--- src/rtl/core/button_gesture_classifier_defines.svh ---
// Assertion macros shared by the button gesture classifier RTL.
// Included by modules that carry concurrent assertions; no other dependencies.
`ifndef BUTTON_GESTURE_CLASSIFIER_DEFINES_SVH
`define BUTTON_GESTURE_CLASSIFIER_DEFINES_SVH

// Same-cycle implication, disabled while reset is asserted.
`define BGC_ASSERT_IMPL(label, clk, rst_n, ante, cons) \
    label: assert property (@(posedge clk) disable iff (!rst_n) (ante) |-> (cons)) \
        else $error("bgc assertion failed");

// Next-cycle implication, disabled while reset is asserted.
`define BGC_ASSERT_NEXT(label, clk, rst_n, ante, cons) \
    label: assert property (@(posedge clk) disable iff (!rst_n) (ante) |=> (cons)) \
        else $error("bgc assertion failed");

`endif

--- src/rtl/core/bgc_pkg.sv ---
// Package for the button gesture classifier: event codes, register map,
// configuration struct and the signed time compare helpers. No dependencies.
package bgc_pkg;

    localparam int unsigned CFG_ADDR_W = 5;

    typedef enum logic [2:0] {
        REG_DEBOUNCE  = 3'd0,
        REG_DBL_WIN   = 3'd1,
        REG_LONG      = 3'd2,
        REG_VERY_LONG = 3'd3,
        REG_IDLE_LVL  = 3'd4
    } t_reg_idx;

    typedef enum logic [2:0] {
        EV_NONE      = 3'd0,
        EV_CLICK     = 3'd1,
        EV_DOUBLE    = 3'd2,
        EV_LONG      = 3'd3,
        EV_VERY_LONG = 3'd4
    } t_event;

    localparam logic [15:0] DEBOUNCE_RST  = 16'd20;
    localparam logic [15:0] DBL_WIN_RST   = 16'd250;
    localparam logic [15:0] LONG_RST      = 16'd1000;
    localparam logic [15:0] VERY_LONG_RST = 16'd6000;
    localparam logic        IDLE_LVL_RST  = 1'b1;
    localparam logic [31:0] TIME_RST      = 32'hFFFF_FFFF;

    typedef struct packed {
        logic [15:0] debounce_ms;
        logic [15:0] double_click_window_ms;
        logic [15:0] long_press_ms;
        logic [15:0] very_long_press_ms;
        logic        idle_level;
    } t_cfg;

    // The difference d is a wrapping signed 32-bit value; thresholds are unsigned.
    function automatic logic time_gt(input logic [31:0] d, input logic [15:0] thr);
        return !d[31] && (d[30:0] > {15'd0, thr});
    endfunction

    function automatic logic time_ge(input logic [31:0] d, input logic [15:0] thr);
        return !d[31] && (d[30:0] >= {15'd0, thr});
    endfunction

    function automatic logic time_lt(input logic [31:0] d, input logic [15:0] thr);
        return d[31] || (d[30:0] < {15'd0, thr});
    endfunction

endpackage

--- src/rtl/core/bgc_sample_if.sv ---
// Input channel of the button gesture classifier: one raw level sample
// with its millisecond timestamp per item. No dependencies.
interface bgc_sample_if;
    logic        valid;
    logic        ready;
    logic        button_level;
    logic [31:0] now_ms;

    modport source (output valid, output button_level, output now_ms, input ready);
    modport sink   (input valid, input button_level, input now_ms, output ready);
endinterface

--- src/rtl/core/bgc_event_if.sv ---
// Output channel of the button gesture classifier: one event code per item.
// No dependencies.
interface bgc_event_if;
    logic       valid;
    logic       ready;
    logic [2:0] event_code;

    modport source (output valid, output event_code, input ready);
    modport sink   (input valid, input event_code, output ready);
endinterface

--- src/rtl/core/bgc_regs.sv ---
// APB-style configuration registers of the button gesture classifier.
// Depends on bgc_pkg for the register map, reset values and t_cfg.
module bgc_regs
    import bgc_pkg::*;
(
    input  logic                  i_clk,
    input  logic                  i_rst_n,
    input  logic                  psel,
    input  logic                  penable,
    input  logic                  pwrite,
    input  logic [CFG_ADDR_W-1:0] paddr,
    input  logic [31:0]           pwdata,
    output logic [31:0]           prdata,
    output logic                  pready,
    output t_cfg                  o_cfg
);

    t_cfg     r_cfg;
    t_reg_idx w_idx;
    logic     w_wr;

    assign pready = 1'b1;
    assign w_idx  = t_reg_idx'(paddr[CFG_ADDR_W-1:2]);
    assign w_wr   = psel && penable && pwrite && pready;
    assign o_cfg  = r_cfg;

    always_ff @(posedge i_clk) begin
        if (!i_rst_n) begin
            r_cfg.debounce_ms            <= DEBOUNCE_RST;
            r_cfg.double_click_window_ms <= DBL_WIN_RST;
            r_cfg.long_press_ms          <= LONG_RST;
            r_cfg.very_long_press_ms     <= VERY_LONG_RST;
            r_cfg.idle_level             <= IDLE_LVL_RST;
        end else if (w_wr) begin
            unique case (w_idx)
                REG_DEBOUNCE:  r_cfg.debounce_ms            <= pwdata[15:0];
                REG_DBL_WIN:   r_cfg.double_click_window_ms <= pwdata[15:0];
                REG_LONG:      r_cfg.long_press_ms          <= pwdata[15:0];
                REG_VERY_LONG: r_cfg.very_long_press_ms     <= pwdata[15:0];
                REG_IDLE_LVL:  r_cfg.idle_level             <= pwdata[0];
                default: begin
                end
            endcase
        end
    end

    always_comb begin
        unique case (w_idx)
            REG_DEBOUNCE:  prdata = {16'd0, r_cfg.debounce_ms};
            REG_DBL_WIN:   prdata = {16'd0, r_cfg.double_click_window_ms};
            REG_LONG:      prdata = {16'd0, r_cfg.long_press_ms};
            REG_VERY_LONG: prdata = {16'd0, r_cfg.very_long_press_ms};
            REG_IDLE_LVL:  prdata = {31'd0, r_cfg.idle_level};
            default:       prdata = 32'd0;
        endcase
    end

endmodule

--- src/rtl/core/bgc_step.sv ---
// Gesture state registers and the single-pass classification logic.
// Depends on bgc_pkg and on the assertion macros in the defines header.
`include "button_gesture_classifier_defines.svh"

module bgc_step
    import bgc_pkg::*;
(
    input  logic        i_clk,
    input  logic        i_rst_n,
    input  logic        i_en,
    input  logic        i_level,
    input  logic [31:0] i_now,
    input  t_cfg        i_cfg,
    output logic [2:0]  o_event_code
);

    logic        r_prev, n_prev;
    logic [31:0] r_prs, n_prs;
    logic [31:0] r_rel, n_rel;
    logic        r_click, n_click;
    logic        r_dbl, n_dbl;
    logic        r_single, n_single;
    logic        r_skip, n_skip;
    logic        r_hold, n_hold;

    logic        w_pressed;
    logic        w_was;
    logic [31:0] w_d_rel;
    logic [31:0] w_d_prs;
    logic [31:0] w_d_rel2;
    logic [31:0] w_held;
    logic        w_rel_zero;
    logic        w_prs_zero;
    t_event      w_ev;

    assign w_pressed = i_level != i_cfg.idle_level;
    assign w_was     = r_prev != i_cfg.idle_level;
    assign w_d_rel   = i_now - r_rel;
    assign w_d_prs   = i_now - r_prs;

    always_comb begin
        n_prev     = i_level;
        n_prs      = r_prs;
        n_rel      = r_rel;
        n_click    = r_click;
        n_dbl      = r_dbl;
        n_single   = r_single;
        n_skip     = r_skip;
        n_hold     = r_hold;
        w_ev       = EV_NONE;
        w_rel_zero = 1'b0;
        w_prs_zero = 1'b0;

        if (w_pressed && !w_was && time_gt(w_d_rel, i_cfg.debounce_ms)) begin
            n_prs      = i_now;
            w_prs_zero = 1'b1;
            n_skip     = 1'b0;
            n_single   = 1'b1;
            n_hold     = 1'b0;
            n_dbl      = time_lt(w_d_rel, i_cfg.double_click_window_ms) && !r_dbl && r_click;
            n_click    = 1'b0;
        end else if (!w_pressed && w_was && time_gt(w_d_prs, i_cfg.debounce_ms)) begin
            if (!r_skip) begin
                n_rel      = i_now;
                w_rel_zero = 1'b1;
                if (!r_dbl) begin
                    n_click = 1'b1;
                end else begin
                    w_ev     = EV_DOUBLE;
                    n_dbl    = 1'b0;
                    n_click  = 1'b0;
                    n_single = 1'b0;
                end
            end
        end

        w_d_rel2 = w_rel_zero ? 32'd0 : w_d_rel;
        if (!w_pressed && time_ge(w_d_rel2, i_cfg.double_click_window_ms) && n_click
                && !n_dbl && n_single && (w_ev != EV_DOUBLE)) begin
            w_ev    = EV_CLICK;
            n_click = 1'b0;
        end

        w_held = w_prs_zero ? 32'd0 : w_d_prs;
        if (!w_pressed && w_was && time_ge(w_held, i_cfg.long_press_ms)
                && time_lt(w_held, i_cfg.very_long_press_ms) && !n_hold) begin
            w_ev    = EV_LONG;
            n_skip  = 1'b1;
            n_dbl   = 1'b0;
            n_click = 1'b0;
            n_hold  = 1'b1;
        end
        if (w_pressed && time_ge(w_held, i_cfg.very_long_press_ms) && !n_hold) begin
            w_ev    = EV_VERY_LONG;
            n_skip  = 1'b1;
            n_dbl   = 1'b0;
            n_click = 1'b0;
            n_hold  = 1'b1;
        end
    end

    assign o_event_code = w_ev;

    always_ff @(posedge i_clk) begin
        if (!i_rst_n) begin
            r_prev   <= 1'b1;
            r_prs    <= TIME_RST;
            r_rel    <= TIME_RST;
            r_click  <= 1'b0;
            r_dbl    <= 1'b0;
            r_single <= 1'b0;
            r_skip   <= 1'b0;
            r_hold   <= 1'b0;
        end else if (i_en) begin
            r_prev   <= n_prev;
            r_prs    <= n_prs;
            r_rel    <= n_rel;
            r_click  <= n_click;
            r_dbl    <= n_dbl;
            r_single <= n_single;
            r_skip   <= n_skip;
            r_hold   <= n_hold;
        end
    end

    // A hold event marks the press as reported and blocks its release.
    `BGC_ASSERT_NEXT(a_hold_marks, i_clk, i_rst_n, i_en && (w_ev == EV_LONG || w_ev == EV_VERY_LONG), r_hold && r_skip && !r_click)
    // A double click needs the armed flag from the second press.
    `BGC_ASSERT_IMPL(a_double_armed, i_clk, i_rst_n, i_en && w_ev == EV_DOUBLE, r_dbl && !r_skip)
    // A reported click clears the pending click.
    `BGC_ASSERT_NEXT(a_click_clears, i_clk, i_rst_n, i_en && w_ev == EV_CLICK, !r_click)

endmodule

--- src/rtl/core/button_gesture_classifier.sv ---
// Button gesture classifier top level: input register, classification step, result register.
// An accepted item passes the input register and bgc_step into the result register.
// Throughput: one item per cycle while o_event.ready does not stall the output.
// Reset (synchronous, active low) empties both registers, restores the gesture
// state and loads the register defaults; no clearing pass is needed.
module button_gesture_classifier
    import bgc_pkg::*;
(
    input  logic                  i_clk,
    input  logic                  i_rst_n,
    bgc_sample_if.sink            i_sample,
    bgc_event_if.source           o_event,
    input  logic                  psel,
    input  logic                  penable,
    input  logic                  pwrite,
    input  logic [CFG_ADDR_W-1:0] paddr,
    input  logic [31:0]           pwdata,
    output logic [31:0]           prdata,
    output logic                  pready
);

    t_cfg        w_cfg;
    logic        r_in_valid;
    logic        r_in_level;
    logic [31:0] r_in_now;
    logic        r_out_valid;
    logic [2:0]  r_out_code;
    logic        w_advance;
    logic        w_step_en;
    logic [2:0]  w_code;

    bgc_regs u_regs (
        .i_clk   (i_clk),
        .i_rst_n (i_rst_n),
        .psel    (psel),
        .penable (penable),
        .pwrite  (pwrite),
        .paddr   (paddr),
        .pwdata  (pwdata),
        .prdata  (prdata),
        .pready  (pready),
        .o_cfg   (w_cfg)
    );

    assign w_advance      = !r_out_valid || o_event.ready;
    assign w_step_en      = r_in_valid && w_advance;
    assign i_sample.ready = !r_in_valid || w_advance;

    bgc_step u_step (
        .i_clk        (i_clk),
        .i_rst_n      (i_rst_n),
        .i_en         (w_step_en),
        .i_level      (r_in_level),
        .i_now        (r_in_now),
        .i_cfg        (w_cfg),
        .o_event_code (w_code)
    );

    always_ff @(posedge i_clk) begin
        if (!i_rst_n) begin
            r_in_valid  <= 1'b0;
            r_out_valid <= 1'b0;
        end else begin
            if (i_sample.ready) begin
                r_in_valid <= i_sample.valid;
            end
            if (w_advance) begin
                r_out_valid <= r_in_valid;
            end
        end
    end

    always_ff @(posedge i_clk) begin
        if (i_sample.valid && i_sample.ready) begin
            r_in_level <= i_sample.button_level;
            r_in_now   <= i_sample.now_ms;
        end
        if (w_step_en) begin
            r_out_code <= w_code;
        end
    end

    assign o_event.valid      = r_out_valid;
    assign o_event.event_code = r_out_code;

endmodule
--- src/flat_wrapper.sv ---
// flat-port wrapper written by rule: the top's interface ports become plain ports
module button_gesture_classifier_flat import bgc_pkg::*;
  (i_clk, i_rst_n, psel, penable, pwrite, paddr, pwdata, prdata, pready, i_sample_valid, i_sample_button_level, i_sample_now_ms, i_sample_ready, o_event_valid, o_event_event_code, o_event_ready);
  bgc_sample_if i_sample_i ();
  bgc_event_if o_event_i ();
  input  logic i_clk;
  input  logic i_rst_n;
  input  logic psel;
  input  logic penable;
  input  logic pwrite;
  input  logic [CFG_ADDR_W-1:0] paddr;
  input  logic [31:0] pwdata;
  output logic [31:0] prdata;
  output logic pready;
  input wire logic [$bits(i_sample_i.valid)-1:0] i_sample_valid;
  input wire logic [$bits(i_sample_i.button_level)-1:0] i_sample_button_level;
  input wire logic [$bits(i_sample_i.now_ms)-1:0] i_sample_now_ms;
  output wire logic [$bits(i_sample_i.ready)-1:0] i_sample_ready;
  output wire logic [$bits(o_event_i.valid)-1:0] o_event_valid;
  output wire logic [$bits(o_event_i.event_code)-1:0] o_event_event_code;
  input wire logic [$bits(o_event_i.ready)-1:0] o_event_ready;
  assign i_sample_i.valid = i_sample_valid;
  assign i_sample_i.button_level = i_sample_button_level;
  assign i_sample_i.now_ms = i_sample_now_ms;
  assign i_sample_ready = i_sample_i.ready;
  assign o_event_valid = o_event_i.valid;
  assign o_event_event_code = o_event_i.event_code;
  assign o_event_i.ready = o_event_ready;
  button_gesture_classifier u_core (.i_clk(i_clk), .i_rst_n(i_rst_n), .i_sample(i_sample_i), .o_event(o_event_i), .psel(psel), .penable(penable), .pwrite(pwrite), .paddr(paddr), .pwdata(pwdata), .prdata(prdata), .pready(pready));
endmodule
--- config.mk ---
export PLATFORM = sky130hd
export DESIGN_NAME = button_gesture_classifier_flat
export DESIGN_NICKNAME = d
export VERILOG_FILES = /design/src/rtl/core/bgc_pkg.sv /design/src/rtl/core/bgc_sample_if.sv /design/src/rtl/core/bgc_event_if.sv /design/src/rtl/core/bgc_regs.sv /design/src/rtl/core/bgc_step.sv /design/src/rtl/core/button_gesture_classifier.sv /design/src/flat_wrapper.sv
export VERILOG_INCLUDE_DIRS = /design/src /design/src/rtl/core
export SDC_FILE = /design/constraint.sdc
export NUM_CORES = 1
export LEC_CHECK = 0
export ABC_CLOCK_PERIOD_IN_PS = 8200
export BUFFER_PORTS_ARGS = -buffer_cell sky130_fd_sc_hd__buf_2
export CORE_MARGIN = 2
export CORE_UTILIZATION = 60
export CTS_CLUSTER_DIAMETER = 100
export CTS_CLUSTER_SIZE = 25
export DETAILED_ROUTE_END_ITERATION = 7
export GPL_ROUTABILITY_DRIVEN = 0
export PLACE_DENSITY = 0.8
export SYNTH_ARGS = -nofsm -noshare
export SYNTH_HDL_FRONTEND = slang
export SYNTH_HIERARCHICAL = 1
export SYNTH_SLANG_ARGS = --single-unit
--- constraint.sdc ---
create_clock -name i_clk -period 8.2 [get_ports i_clk]
set_clock_uncertainty 0.15 [all_clocks]
set_input_delay 0.82 -clock i_clk [delete_from_list [all_inputs] [get_ports i_clk]]
set_output_delay 0.82 -clock i_clk [all_outputs]
set_load 0.01 [all_outputs]
---- After elaboration in Yosys (flattened, before gate mapping) ----
Index checks and enable logic that the tools add are counted.
storage, ports and cells
  flip-flop bits (word level) ............. 173
  bits of input ports ..................... 77
  output and inout bits ................... 38
  word-level logic and storage cells ...... 122
operators by class
  $add $sub $neg .......................... 2
  $lt $le $gt $ge ......................... 7
  equal/unequal tests ..................... 7
  mux-type cells .......................... 35
  bitwise gates (word level) .............. 2
  reduce and logical (&&, ||, !) cells .... 51
operators by type and width
  kind                  number
  $ge A31 B16 Y1        3
  $pmux W16 S5          1
  $mux W32              2
  $sub A32 B32 Y32      2
  $gt A31 B16 Y1        2
  $lt A31 B16 Y1        2
  $mux W1               26
  $logic_and A1 B1 Y1   25
  $reduce_and A2 Y1     7
  $logic_not A1 Y1      12
  $mux W2               4
  $eq A3 B2 Y1 const B  2
  $mux W3               2
  $logic_or A1 B1 Y1    4
  $reduce_and A4 Y1     1
  $eq A3 B1 Y1 const B  1
  $eq A3 B3 Y1 const B  1
  $logic_not A3 Y1      1
  $ne A3 B2 Y1 const B  1
  $reduce_bool A3 Y1    1
  $ne A1 B1 Y1          2
  $not A1 Y1            2

---- Logic depth before layout (Yosys ltp) ----
Gate-level depths: netlist of the first run.
  depth after elaboration ................. 17
  depth in mapped cells ................... 34
  gate-level depth less buffers ........... 32

---- Hierarchy ----
Netlist of the first run, hierarchy kept.
modules (own cells, without submodules)
  module                     times used  cells an instance  area each (um^2)
  bgc_step                   1           1,241              9,151.3
  bgc_regs                   1           320                3,215.6
  button_gesture_classifier  1           45                 1,184.9

---- Worst setup path after synthesis of the first run ----
No wires, ideal clock.
  path kind ............................... flip-flop to flip-flop
  start ................................... register u_core.r_in_now[0]
  end ..................................... register u_core.u_step.r_click
  setup time .............................. 0.084 ns
  arrival time ............................ 6.295 ns
  required time ........................... 7.966 ns
  setup slack ............................. 1.670 ns
  stages on the path, launching flop included .. 35
  path buffers ............................ 2
  cells stage by stage .................... edfxtp_1 -> inv_1 -> ha_1 -> inv_1 -> fa_1 -> a21o_1 -> a221oi_1 -> o21ai_0 -> nand3_1 -> nand2_1 -> xor2_1 -> ha_1 -> and3_1 -> nand4_1 -> o32ai_1 -> a21oi_1 -> a211oi_1 -> nand4b_1 -> o211ai_2 -> clkbuf_1 -> clkbuf_1 -> and2_1 -> ha_1 -> nor2b_1 -> o21a_1 -> o21a_1 -> o21ai_0 -> a21oi_1 -> o21ai_0 -> nand3_1 -> a31o_2 -> a22o_1 -> o21ai_0 -> nand2_1 -> o31ai_2
on the way
  longest elaborated chain between the ends .. 17
  elaborated cells on any way between the ends .. 56
ends and longest elaborated chain
  what                                                line                             text
  from (decl)                                         button_gesture_classifier.sv:25  logic [31:0] r_in_now;
  from (signal assigned)                              button_gesture_classifier.sv:76  r_in_now <= i_sample.now_ms;
  $sub A32 B32 Y32                                    bgc_step.sv:39                   assign w_d_prs = i_now - r_prs;
  $gt A31 B16 Y1 or $logic_not A1 Y1 (tied branches)  bgc_pkg.sv:40                    return !d[31] && (d[30:0] > {15'd0, thr});
  $logic_and A1 B1 Y1                                 bgc_pkg.sv:40
  $logic_and A1 B1 Y1                                 bgc_step.sv:62                   end else if (!w_pressed && w_was && time_gt(w_d_prs, i_cfg.debounce_ms)) begin
  $mux W1                                             bgc_step.sv:62
  $mux W1                                             bgc_step.sv:54                   if (w_pressed && !w_was && time_gt(w_d_rel, i_cfg.debounce_ms)) begin
  $mux W32                                            bgc_step.sv:77                   w_d_rel2 = w_rel_zero ? 32'd0 : w_d_rel;
  $ge A31 B16 Y1 or $logic_not A1 Y1 (tied branches)  bgc_pkg.sv:44                    return !d[31] && (d[30:0] >= {15'd0, thr});
  $logic_and A1 B1 Y1                                 bgc_pkg.sv:44
  $logic_and A1 B1 Y1 (2 in a row)                    bgc_step.sv:78                   if (!w_pressed && time_ge(w_d_rel2, i_cfg.double_click_window_ms) && n_click
  $logic_and A1 B1 Y1 (3 in a row)                    bgc_step.sv:79                   && !n_dbl && n_single && (w_ev != EV_DOUBLE)) begin
  $mux W1                                             bgc_step.sv:78
  $mux W1                                             bgc_step.sv:85                   if (!w_pressed && w_was && time_ge(w_held, i_cfg.long_press_ms)
  $mux W1 *                                           bgc_step.sv:93                   if (w_pressed && time_ge(w_held, i_cfg.very_long_press_ms) && !n_hold) begin
  to (signal assigned)                                bgc_step.sv:118                  r_click <= n_click;
  to (decl)                                           bgc_step.sv:20                   logic r_click, n_click;
Mark *: on every way between the ends. The rest lies on a longest branch, timed or not.
A chain may end at the register's enable or synchronous reset.

---- Worst setup path after layout of the first run ----
Same ends and word-level chain as after synthesis.

==> results of run 1 <==
==> final cells by class <==
class	count	share of cell area [%]
flip-flops and latches	173	26.3
clock inverters	15	1.06
well taps	280	2.41
repair buffers	85	3.05
multi-input cells	1201	60.2
clock buffers	17	2.93
inverters	153	3.96
==> registers in the layout (all words and copies together) (netlist names), 3 cells and up <==
register / cells
u_core/o_event.event_code: 3
u_core/u_regs/o_cfg: 65
u_core/r_in_now: 32
u_core/u_step/r_rel: 32
u_core/u_step/r_prs: 32
==> synthesized netlist by cell type (19+ instances only) <==
cell type,count
nand2b_1,19
dfxtp_1,137
buf_4,20
xnor2_1,27
a21o_1,39
ha_1,157
clkbuf_1,51
o21ai_0,77
nand4_1,27
a21oi_1,91
mux2i_1,55
o21a_1,24
edfxtp_1,36
nor2_1,55
and2_1,21
nand2_1,195
nand3_1,23
o211ai_1,90
nor2b_1,55
inv_1,153
==> stage by stage <==
stage | power (mW) | area, sq um | util [%]
after CTS | 2.17 | 14500 | 65.9
after global placement | 1.35 | 13900 | 63.2
after floorplan | 1.25 | 13600 | -
final | 2.17 | 14500 | 65.9
after detailed placement | 1.36 | 13900 | 63.2
after global routing | 2.26 | 14500 | 65.9
==> report_power, final <==
group	internal (mW)	leakage, nW	total (mW)	switching, mW
Clock	0.406	0.277	0.807	0.401
Sequential	0.892	1.46	0.915	0.0231
Combinational	0.179	5.23	0.446	0.267
==> how the worst max path moves through the flow <==
stage / start / end / slack, ns / depth (start not counted)
CTS: u_core/r_in_now[0] / u_core/u_step/r_click / 0.67 / 32
detailed placement: u_core/r_in_now[0] / u_core/u_step/r_click / 0.95 / 31
global route: u_core/r_in_now[0] / u_core/u_step/r_click / 0.08 / 32
global placement: u_core/r_in_now[0] / u_core/u_step/r_click / 1.13 / 31
finish: u_core/r_in_now[0] / u_core/u_step/r_click / 0.51 / 32
floorplan: u_core/r_in_now[0] / u_core/u_step/r_click / 1.67 / 34
==> metal layers <==
metal / GRT usage, % / vias to the layer above
li1: - / 5794
met1: 41.1 / 5741
met2: 49.2 / 515
met3: 6.16 / 87
met4: 9.44 / 0
met5: 0 / -
==> worst max-delay path, delay by kind of cell, from the launching register on <==
kind	cells	cell delay (ns)
flops	1	0.36
fa+ha+maj	4	1.17
buf+inv	2	0.21
xor+xnor	1	0.20
compound gates	16	4.14
simple gates	9	1.37
==> cell families after synthesis <==
logic type,count (synthesis)
other,2
XOR/XNOR,44
flip-flops,173
AO/OA/AOI/OAI,431
multiplexers,72
adder cells (fa/ha/maj),159
buffers and inverters,247
AND/OR/NAND/NOR,478
==> what timing repair did <==
action,4_1_cts,5_1_grt
setup endpoints to repair,0,2
setup buffers,0,0
gates resized for setup,0,1
==> placed cells by master (no fill, tap or decap), types with 27 or more instances in the layout <==
cell type / synthesis / final
a21o_1: 39 / 39
a21oi_1: 91 / 90
buf_2: 17 / 78
dfxtp_1: 137 / 137
edfxtp_1: 36 / 36
ha_1: 157 / 157
inv_1: 153 / 153
mux2i_1: 55 / 55
nand2_1: 195 / 195
nand4_1: 27 / 27
nor2_1: 55 / 54
nor2b_1: 55 / 55
o211ai_1: 90 / 90
o21ai_0: 77 / 77
xnor2_1: 27 / 27
==> impl_metrics.yaml, run 1 <==
run_status:
  status: "finished, final reports clean"
layout:
  nets: 1867
  syn_to_final_growth_pct: 7.11
  n_fill_cell: 1794
  antenna_cells: 0
  fin_cells: 1924
  drive_gt1_share_pct: 9.98
  multiInputGateArea_sq_um: 8740
  regArea_sq_um: 3820
setup_path:
  rrSetupSlack_ns: 0.51
  r2r-start: "u_core/r_in_now[0]"
  ff2ff_path_depth: 32
  critPathKind: "reg -> reg"
  start_kind: "flip-flop"
  r2r-end: "u_core/u_step/r_click"
  critPathMaxFanout: 10
  arrival_ns: 7.91
  cpMaxStageDelayCell: "o32ai_1"
  timing.critical_path.mode_cell: "o21ai_0"
  crit_required_ns: 8.41
  cp-end-kind: "flip-flop"
  cp_slowest_stage_delay_ns: 0.50
logic_synthesis:
  synth_area_sq_um: 13600
  synth_top_family_by_area: "compound AO/OA/AOI/OAI gates"
  synth_top_area_share_pct: 20.2
  synth_mux_area_share_pct: 6.75
  avgSynthCellArea_sq_um: 8.44
  yosysTopAreaCell: "dfxtp_1"
  ys_warn_count: 6
  seq_area_frac_synth_pct: 28.2
  async_flop_share_pct: 0
  synth_compound_area_share_pct: 21.5
  synthFlopType: "dfxtp_1"
  synthCells: 1606
  synth.area.top_cells: "dfxtp_1 (20%), ha_1 (14%), edfxtp_1 (8.0%)"
  synth_xor_area_share_pct: 2.84
  synthAdderAreaFrac_pct: 14.8
  yosys_register_bits: 173
  synthSimpleGateAreaFrac_pct: 17.9
  synth_edf_count: 36
  ys_types: 91
sta:
  slew_headroom_pct: 16.9
  hold_viol: 0
  min_period_over_period_pct: 93.8
  fmax_ghz: 0.130
  setup_viol: 0
  setup_tns_ns: 0
  rsz0062_at_grt: "no"
  drv_slew: 0
  worst_pin_slew_ns: 1.23
  min_period_ns: 7.69
  hold_ws_ns: 0.326
  worst_slack_ns: 0.506
detailed_routing:
  dr_total_vias: 12100
  dr_wl_met2_microns: 16700
  drt-met1-wl_microns: 15900
  detail_route.wl_per_cell_microns: 18.9
  via_per_inst: 6.31
  drc: 0
  top_layer: "met4"
  wirelength_microns: 36400
  wl_met3_microns: 2770
  ant_nets: 0
  first_pass_iters: 6
  drt_iter0_drc: 1211
clocking:
  numCtsBuffers: 17
  clockRootBuffer: "clkbuf_16"
  clkLatencyLatePin_ns: 0.44
  clkSinkCount: 173
  htreeDepth: 4
  cts_max_path_buffers: 2
  cts_tree: "yes"
  path_clk_slew_ns: 0.08
  hold_buffers: 0
grt:
  grt_remaining_overflow: 0
  grtUsageTotal_pct: 30.4
  antenna_found_initial: 0
  grt_pass1_wl_microns: 58000
  first_global_vias: 11400
  grt_max_degree: 93
min_path:
  min_path_cells: 2
  hold_end: "u_core/u_step/r_hold"
  hold_path_class: "reg -> reg"
  holdCritStartpoint: "u_core/u_step/r_hold"
pwr:
  leakage_nw: 6.97
  vdd_drop_max_v: 0.000143
  p_per_area_nw_per_um2: 149
placement:
  port_buffers: 79
  pre_cts_slack_ns: 0.945
  hpwl_microns: 27300
  place_inst: 1892
floorplan:
  die_w_microns: 154
  initial_core_util_pct: 61.5
  core-area_sq_um: 22000
  num_rows: 54
  die_y_microns: 154
  dieArea_sq_um: 23800
  ios: 115
run:
  maxCapViolations: 0
Power figures use the tool's default switching activity.
==> run 2, diff against run 1 <==
--- a/config.mk
+++ b/config.mk
@@ -6,7 +6,6 @@
 export SDC_FILE = /design/constraint.sdc
 export NUM_CORES = 1
 export LEC_CHECK = 0
-export ABC_CLOCK_PERIOD_IN_PS = 8200
 export BUFFER_PORTS_ARGS = -buffer_cell sky130_fd_sc_hd__buf_2
 export CORE_MARGIN = 2
 export CORE_UTILIZATION = 60
@@ -15,6 +14,7 @@
 export DETAILED_ROUTE_END_ITERATION = 7
 export GPL_ROUTABILITY_DRIVEN = 0
 export PLACE_DENSITY = 0.8
+export RECOVER_POWER = 25
 export SYNTH_ARGS = -nofsm -noshare
 export SYNTH_HDL_FRONTEND = slang
 export SYNTH_HIERARCHICAL = 1
==> run 2 against run 1 <==
Compared with the run above: the run now ends with max-capacitance violations, max-slew violations left; global-route usage unchanged; worst setup slack better by 0.080 ns; die area unchanged; power about the same; core utilization down 0.10 points; critical path depth unchanged; non-clock buffer count unchanged.
==> impl_metrics.yaml, run 2 (synthesis gave the netlist of run 1 again) <==
sta:
  drv_slew: 103
  worst_pin_slew_ns: 3.02
  hold_ws_ns: 0.325
  slew_headroom_pct: -101
  hold_viol: 0
  setup_tns_ns: 0
  min_period_ns: 7.61
  setup_viol: 0
  fmax_ghz: 0.131
  worst_slack_ns: 0.586
  min_period_over_period_pct: 92.9
  rsz0062_at_grt: "no"
placement:
  place_inst: 1892
  hpwl_microns: 27300
  pre_cts_slack_ns: 0.945
  dpl_cell_area_sq_um: 13900
  port_buffers: 79
layout:
  antenna_cells: 0
  syn_to_final_growth_pct: 6.94
  layout_common_cells: "nand2_1 (195), ha_1 (157), inv_1 (153), dfxtp_1 (137)"
  nets: 1867
  fin_cells: 1924
  n_fill_cell: 1804
  largest_register_ffs: 65
  drive_gt1_share_pct: 9.43
  stdcell_area_sq_um: 14500
  finish.utilization_pct: 65.8
  final_common_cell: "nand2_1"
detailed_routing:
  first_pass_iters: 8
  via_per_inst: 6.31
  ant_nets: 0
  dr_total_vias: 12100
  drc: 0
  detail_route.wl_per_cell_microns: 18.9
  wirelength_microns: 36300
  drt_iter0_drc: 1122
clocking:
  cts_max_path_buffers: 2
  numCtsBuffers: 17
  clkLatencyLatePin_ns: 0.44
  path_clk_slew_ns: 0.08
  clockRootBuffer: "clkbuf_16"
  hold_buffers: 0
  post-cts-setup-buffers: 0
  cts_tree: "yes"
  htreeDepth: 4
  clkSinkCount: 173
floorplan:
  num_rows: 54
  die_y_microns: 154
  core-area_sq_um: 22000
  ios: 115
  dieArea_sq_um: 23800
  initial_core_util_pct: 61.5
  die_w_microns: 154
grt:
  grt_max_degree: 93
  first_global_vias: 11400
  grt_pass1_wl_microns: 58000
  antenna_found_initial: 0
  grt_remaining_overflow: 0
  grtUsageTotal_pct: 30.4
pwr:
  leakage_nw: 6.94
  p_per_area_nw_per_um2: 150
  power.total_mw: 2.17
  vdd_drop_max_v: 0.000143
setup_path:
  critPathMaxFanout: 10
  start_kind: "flip-flop"
  cp-end-kind: "flip-flop"
  crit_required_ns: 8.39
  cp_slowest_stage_delay_ns: 0.50
  arrival_ns: 7.80
  cpMaxStageDelayCell: "o32ai_1"
  timing.critical_path.mode_cell: "o21ai_0"
  critPathKind: "reg -> reg"
run_status:
  violations: "max-capacitance violations, max-slew violations"
  status: "complete, but fails checks"
run:
  maxCapViolations: 2
min_path:
  hold_path_class: "reg -> reg"
run 2: changes by cell type in the layout (fill, tap and decap cells not counted):
cell      delta
nor2b_1      +1
buf_2        -6
nor2b_4      -1
clkbuf_1     +8
buf_4        -2
run 2: metal layers:
| layer | part of all wire (%) | up-vias | GRT usage, % |
|---|---|---|---|
| met1 | 44 | 5760 | 41.1 |
| li1 | - | 5794 | - |
| met3 | 7.5 | 83 | 6.16 |
| met5 | 0 | - | 0 |
| met2 | 46 | 501 | 49.2 |
| met4 | 2.7 | 0 | 9.44 |
run 2: final cells by class:
| cell class | instances | area, sq um | area share (%) |
|---|---|---|---|
| multi-input cells | 1201 | 8740 | 60.3 |
| clock buffers | 17 | 425 | 2.94 |
| flip-flops and latches | 173 | 3820 | 26.4 |
| well taps | 280 | 350 | 2.42 |
| inverters | 153 | 574 | 3.96 |
| clock inverters | 15 | 154 | 1.06 |
| repair buffers | 85 | 428 | 2.95 |
run 2: final timing paths:
kind | startpoint | endpoint | slack (ns) | cells past startpoint
max reg2reg | u_core/r_in_now[0] | u_core/u_step/r_skip | 0.59 | 32
max | u_core/r_in_now[0] | u_core/u_step/r_skip | 0.59 | 32
min reg2reg | u_core/u_step/r_hold | u_core/u_step/r_hold | 0.33 | 2
min | u_core/u_step/r_hold | u_core/u_step/r_hold | 0.33 | 2
run 2: critical path, delay by kind of cell, from the launching register on:
kind / cells / cell delay (ns)
AO/OA/AOI/OAI: 16 / 4.03
adder cells (fa/ha/maj): 4 / 1.17
buffers and inverters: 2 / 0.20
XOR/XNOR: 1 / 0.20
AND/OR/NAND/NOR: 9 / 1.39
flip-flops: 1 / 0.36
run 2: what timing repair did:
action | CTS | global route
gates resized for setup | 0 | 1
setup endpoints to repair | 0 | 2
endpoints found under the hold margin | 0 | 0
run 2: report_power, final:
group | switching [mW] | total [mW] | internal [mW]
sequential | 0.0231 | 0.915 | 0.892
combinational | 0.267 | 0.445 | 0.179
clock | 0.403 | 0.808 | 0.406
total | 0.693 | 2.17 | 1.48
==> run 3, diff against run 2 <==
--- a/config.mk
+++ b/config.mk
@@ -6,6 +6,7 @@
 export SDC_FILE = /design/constraint.sdc
 export NUM_CORES = 1
 export LEC_CHECK = 0
+export ABC_AREA = 1
 export BUFFER_PORTS_ARGS = -buffer_cell sky130_fd_sc_hd__buf_2
 export CORE_MARGIN = 2
 export CORE_UTILIZATION = 60
==> run 3 against run 2 <==
Compared with the run above: the run ends with design-rule violations, max-capacitance violations, max-slew violations left; sequential power grew 0.9%; synthesized cell count increased by 45%; combinational power rose by 16%; critical path type unchanged.
==> impl_metrics.yaml, run 3 <==
run_status:
  violations: "design-rule violations, max-capacitance violations, max-slew violations"
  status: "complete, but fails checks"
min_path:
  hold_path_class: "reg -> reg"
grt:
  grt_pass1_wl_microns: 65100
  grt_remaining_overflow: 0
  grt_most_used_layer: "met2"
  first_global_vias: 13200
  grt.met3_usage_pct: 6.77
  antenna_found_initial: 0
  globalRouteMet1Util_pct: 42.9
  grt_max_degree: 89
  gr-usage-met2_pct: 50.2
  grtUsageTotal_pct: 31.6
sta:
  drv_slew: 34
  min_period_ns: 6.37
  fmax_ghz: 0.157
  setup_viol: 0
  hold_ws_ns: 0.317
  hold_viol: 0
  rsz0062_at_grt: "no"
  setup_tns_ns: 0
  slew_headroom_pct: -27.9
  min_period_over_period_pct: 77.6
  worst_pin_slew_ns: 1.92
setup_path:
  ff2ff_path_depth: 39
  crit_required_ns: 8.40
  rrSetupSlack_ns: 1.83
  cp-end-kind: "flip-flop"
  cpMaxStageDelayCell: "edfxtp_1"
  cp_slowest_stage_delay_ns: 0.62
  critPathKind: "reg -> reg"
  crit_end: "u_core/u_step/r_click"
  r2r-start: "u_core/r_in_now[1]"
  critPathMaxFanout: 16
  crit_path_start: "u_core/r_in_now[1]"
  start_kind: "flip-flop"
  r2r-end: "u_core/u_step/r_click"
  arrival_ns: 6.56
clocking:
  clkLatencyLatePin_ns: 0.43
  htreeDepth: 4
  cts_tree: "yes"
  post-cts-setup-buffers: 0
  numCtsBuffers: 17
  cts_max_path_buffers: 2
  clkSinkCount: 173
  path_clk_slew_ns: 0.07
  cts_resized: 0
  hold_buffers: 0
  clockRootBuffer: "clkbuf_16"
pwr:
  p_per_area_nw_per_um2: 145
  leakage_nw: 9.02
  vdd_drop_max_v: 0.000124
detailed_routing:
  first_pass_iters: 8
  drc: 2
  ant_nets: 0
  via_per_inst: 5.40
  wirelength_microns: 41400
  drt_iter0_drc: 1697
  detail_route.wl_per_cell_microns: 15.2
  dr_total_vias: 14700
logic_synthesis:
  synth_common_cells: "nand2_1 (734), inv_1 (437), nor2_1 (229), ha_1 (157), nand3_1 (145)"
  yosys.cell_count.top_type: "nand2_1"
  synthFlopType: "dfxtp_1"
  synth_top_area_share_pct: 18.8
  yosysTopAreaCell: "nand2_1"
  synth.area.top_cells: "nand2_1 (19%), dfxtp_1 (19%), ha_1 (13%)"
  avgSynthCellArea_sq_um: 6.29
  async_flop_share_pct: 0
  ys_types: 48
  seq_area_frac_synth_pct: 26.1
  synthCells: 2333
  ys_warn_count: 6
  yosys_register_bits: 173
  synth_area_sq_um: 14700
  synth_edf_count: 36
layout:
  drive_gt1_share_pct: 6.92
  largest_register_ffs: 65
  layout_common_cells: "nand2_1 (734), inv_1 (437), nor2_1 (228), ha_1 (157), nand3_1 (146)"
  antenna_cells: 0
  syn_to_final_growth_pct: 7.31
  nets: 2621
  final_common_cell: "nand2_1"
  n_fill_cell: 2213
floorplan:
  die_y_microns: 160
  core-area_sq_um: 24200
  dieArea_sq_um: 25700
  num_rows: 57
  ios: 115
  die_w_microns: 160
  initial_core_util_pct: 60.7
placement:
  port_buffers: 79
  hpwl_microns: 32700
run:
  maxCapViolations: 1
run 3: routing by layer:
layer  up-vias  wire (microns)
met5         -               0
met3        99            4370
met4         0            1260
li1       7371               -
met1      6582           17700
met2       652           18100
run 3: worst min-delay path by stage:
stage                     slack (ns)  depth (start not counted)                     from                      end
after floorplan                 0.29                          2   u_core/u_step/r_prs[2]   u_core/u_step/r_prs[2]
after global placement          0.31                          2  u_core/u_step/r_prs[30]  u_core/u_step/r_prs[30]
after detailed placement        0.31                          2     u_core/u_step/r_skip     u_core/u_step/r_skip
after CTS                       0.32                          2     u_core/u_step/r_skip     u_core/u_step/r_skip
after global routing            0.34                          2  u_core/u_step/r_prs[24]  u_core/u_step/r_prs[24]
final                           0.32                          2     u_core/u_step/r_skip     u_core/u_step/r_skip
run 3: where the power goes:
group	total [mW]	switching, mW	internal, mW	leakage, nW
logic	0.514	0.338	0.176	7.26
clock network	0.852	0.365	0.488	0.296
registers	0.923	0.0267	0.896	1.46
run 3: final cells by class:
type	instances	area, sq um	area share (%)
Tap cell	324	405	2.57
Clock buffer	21	482	3.06
Timing Repair Buffer	83	412	2.61
Inverter	457	1720	10.9
Clock inverter	11	128	0.810
Sequential cell	173	3820	24.3
Multi-Input combinational cell	1653	8780	55.8
run 3: cells by family (layout without fill, tap and decap cells):
logic type / Yosys count / in the layout / share of synthesized area [%]
AOI/OAI and AO/OA: 235 / 235 / 8.93
xor gates and xnor gates: 34 / 34 / 2.08
adders and majority gates: 159 / 159 / 13.7
buffers and inverters: 522 / 572 / 14.5
DFF: 173 / 173 / 26.1
other: 2 / 17 / 0.0512
and+or+nand+nor: 1208 / 1208 / 34.7
run 3: through the flow:
step	total power, mW	util, %	cell area [sq um]	setup slack, ns	std cells
floorplan	1.30	-	14700	3.18	2348
global placement	1.42	62.7	15200	2.19	2690
detailed placement	1.44	62.7	15200	2.10	2690
CTS	2.28	65.2	15800	2.05	2722
global route	2.39	65.1	15800	1.36	2722
finish	2.29	65.1	15800	1.83	2722
run 3: worst max-delay path: cells and delay by family (launching register included):
| kind | cells | cell delay, ns |
|---|---|---|
| fa+ha+maj | 3 | 1.06 |
| buf+inv | 4 | 0.53 |
| compound gates | 9 | 1.31 |
| flops | 1 | 0.62 |
| xor+xnor | 1 | 0.30 |
| simple gates | 22 | 2.30 |
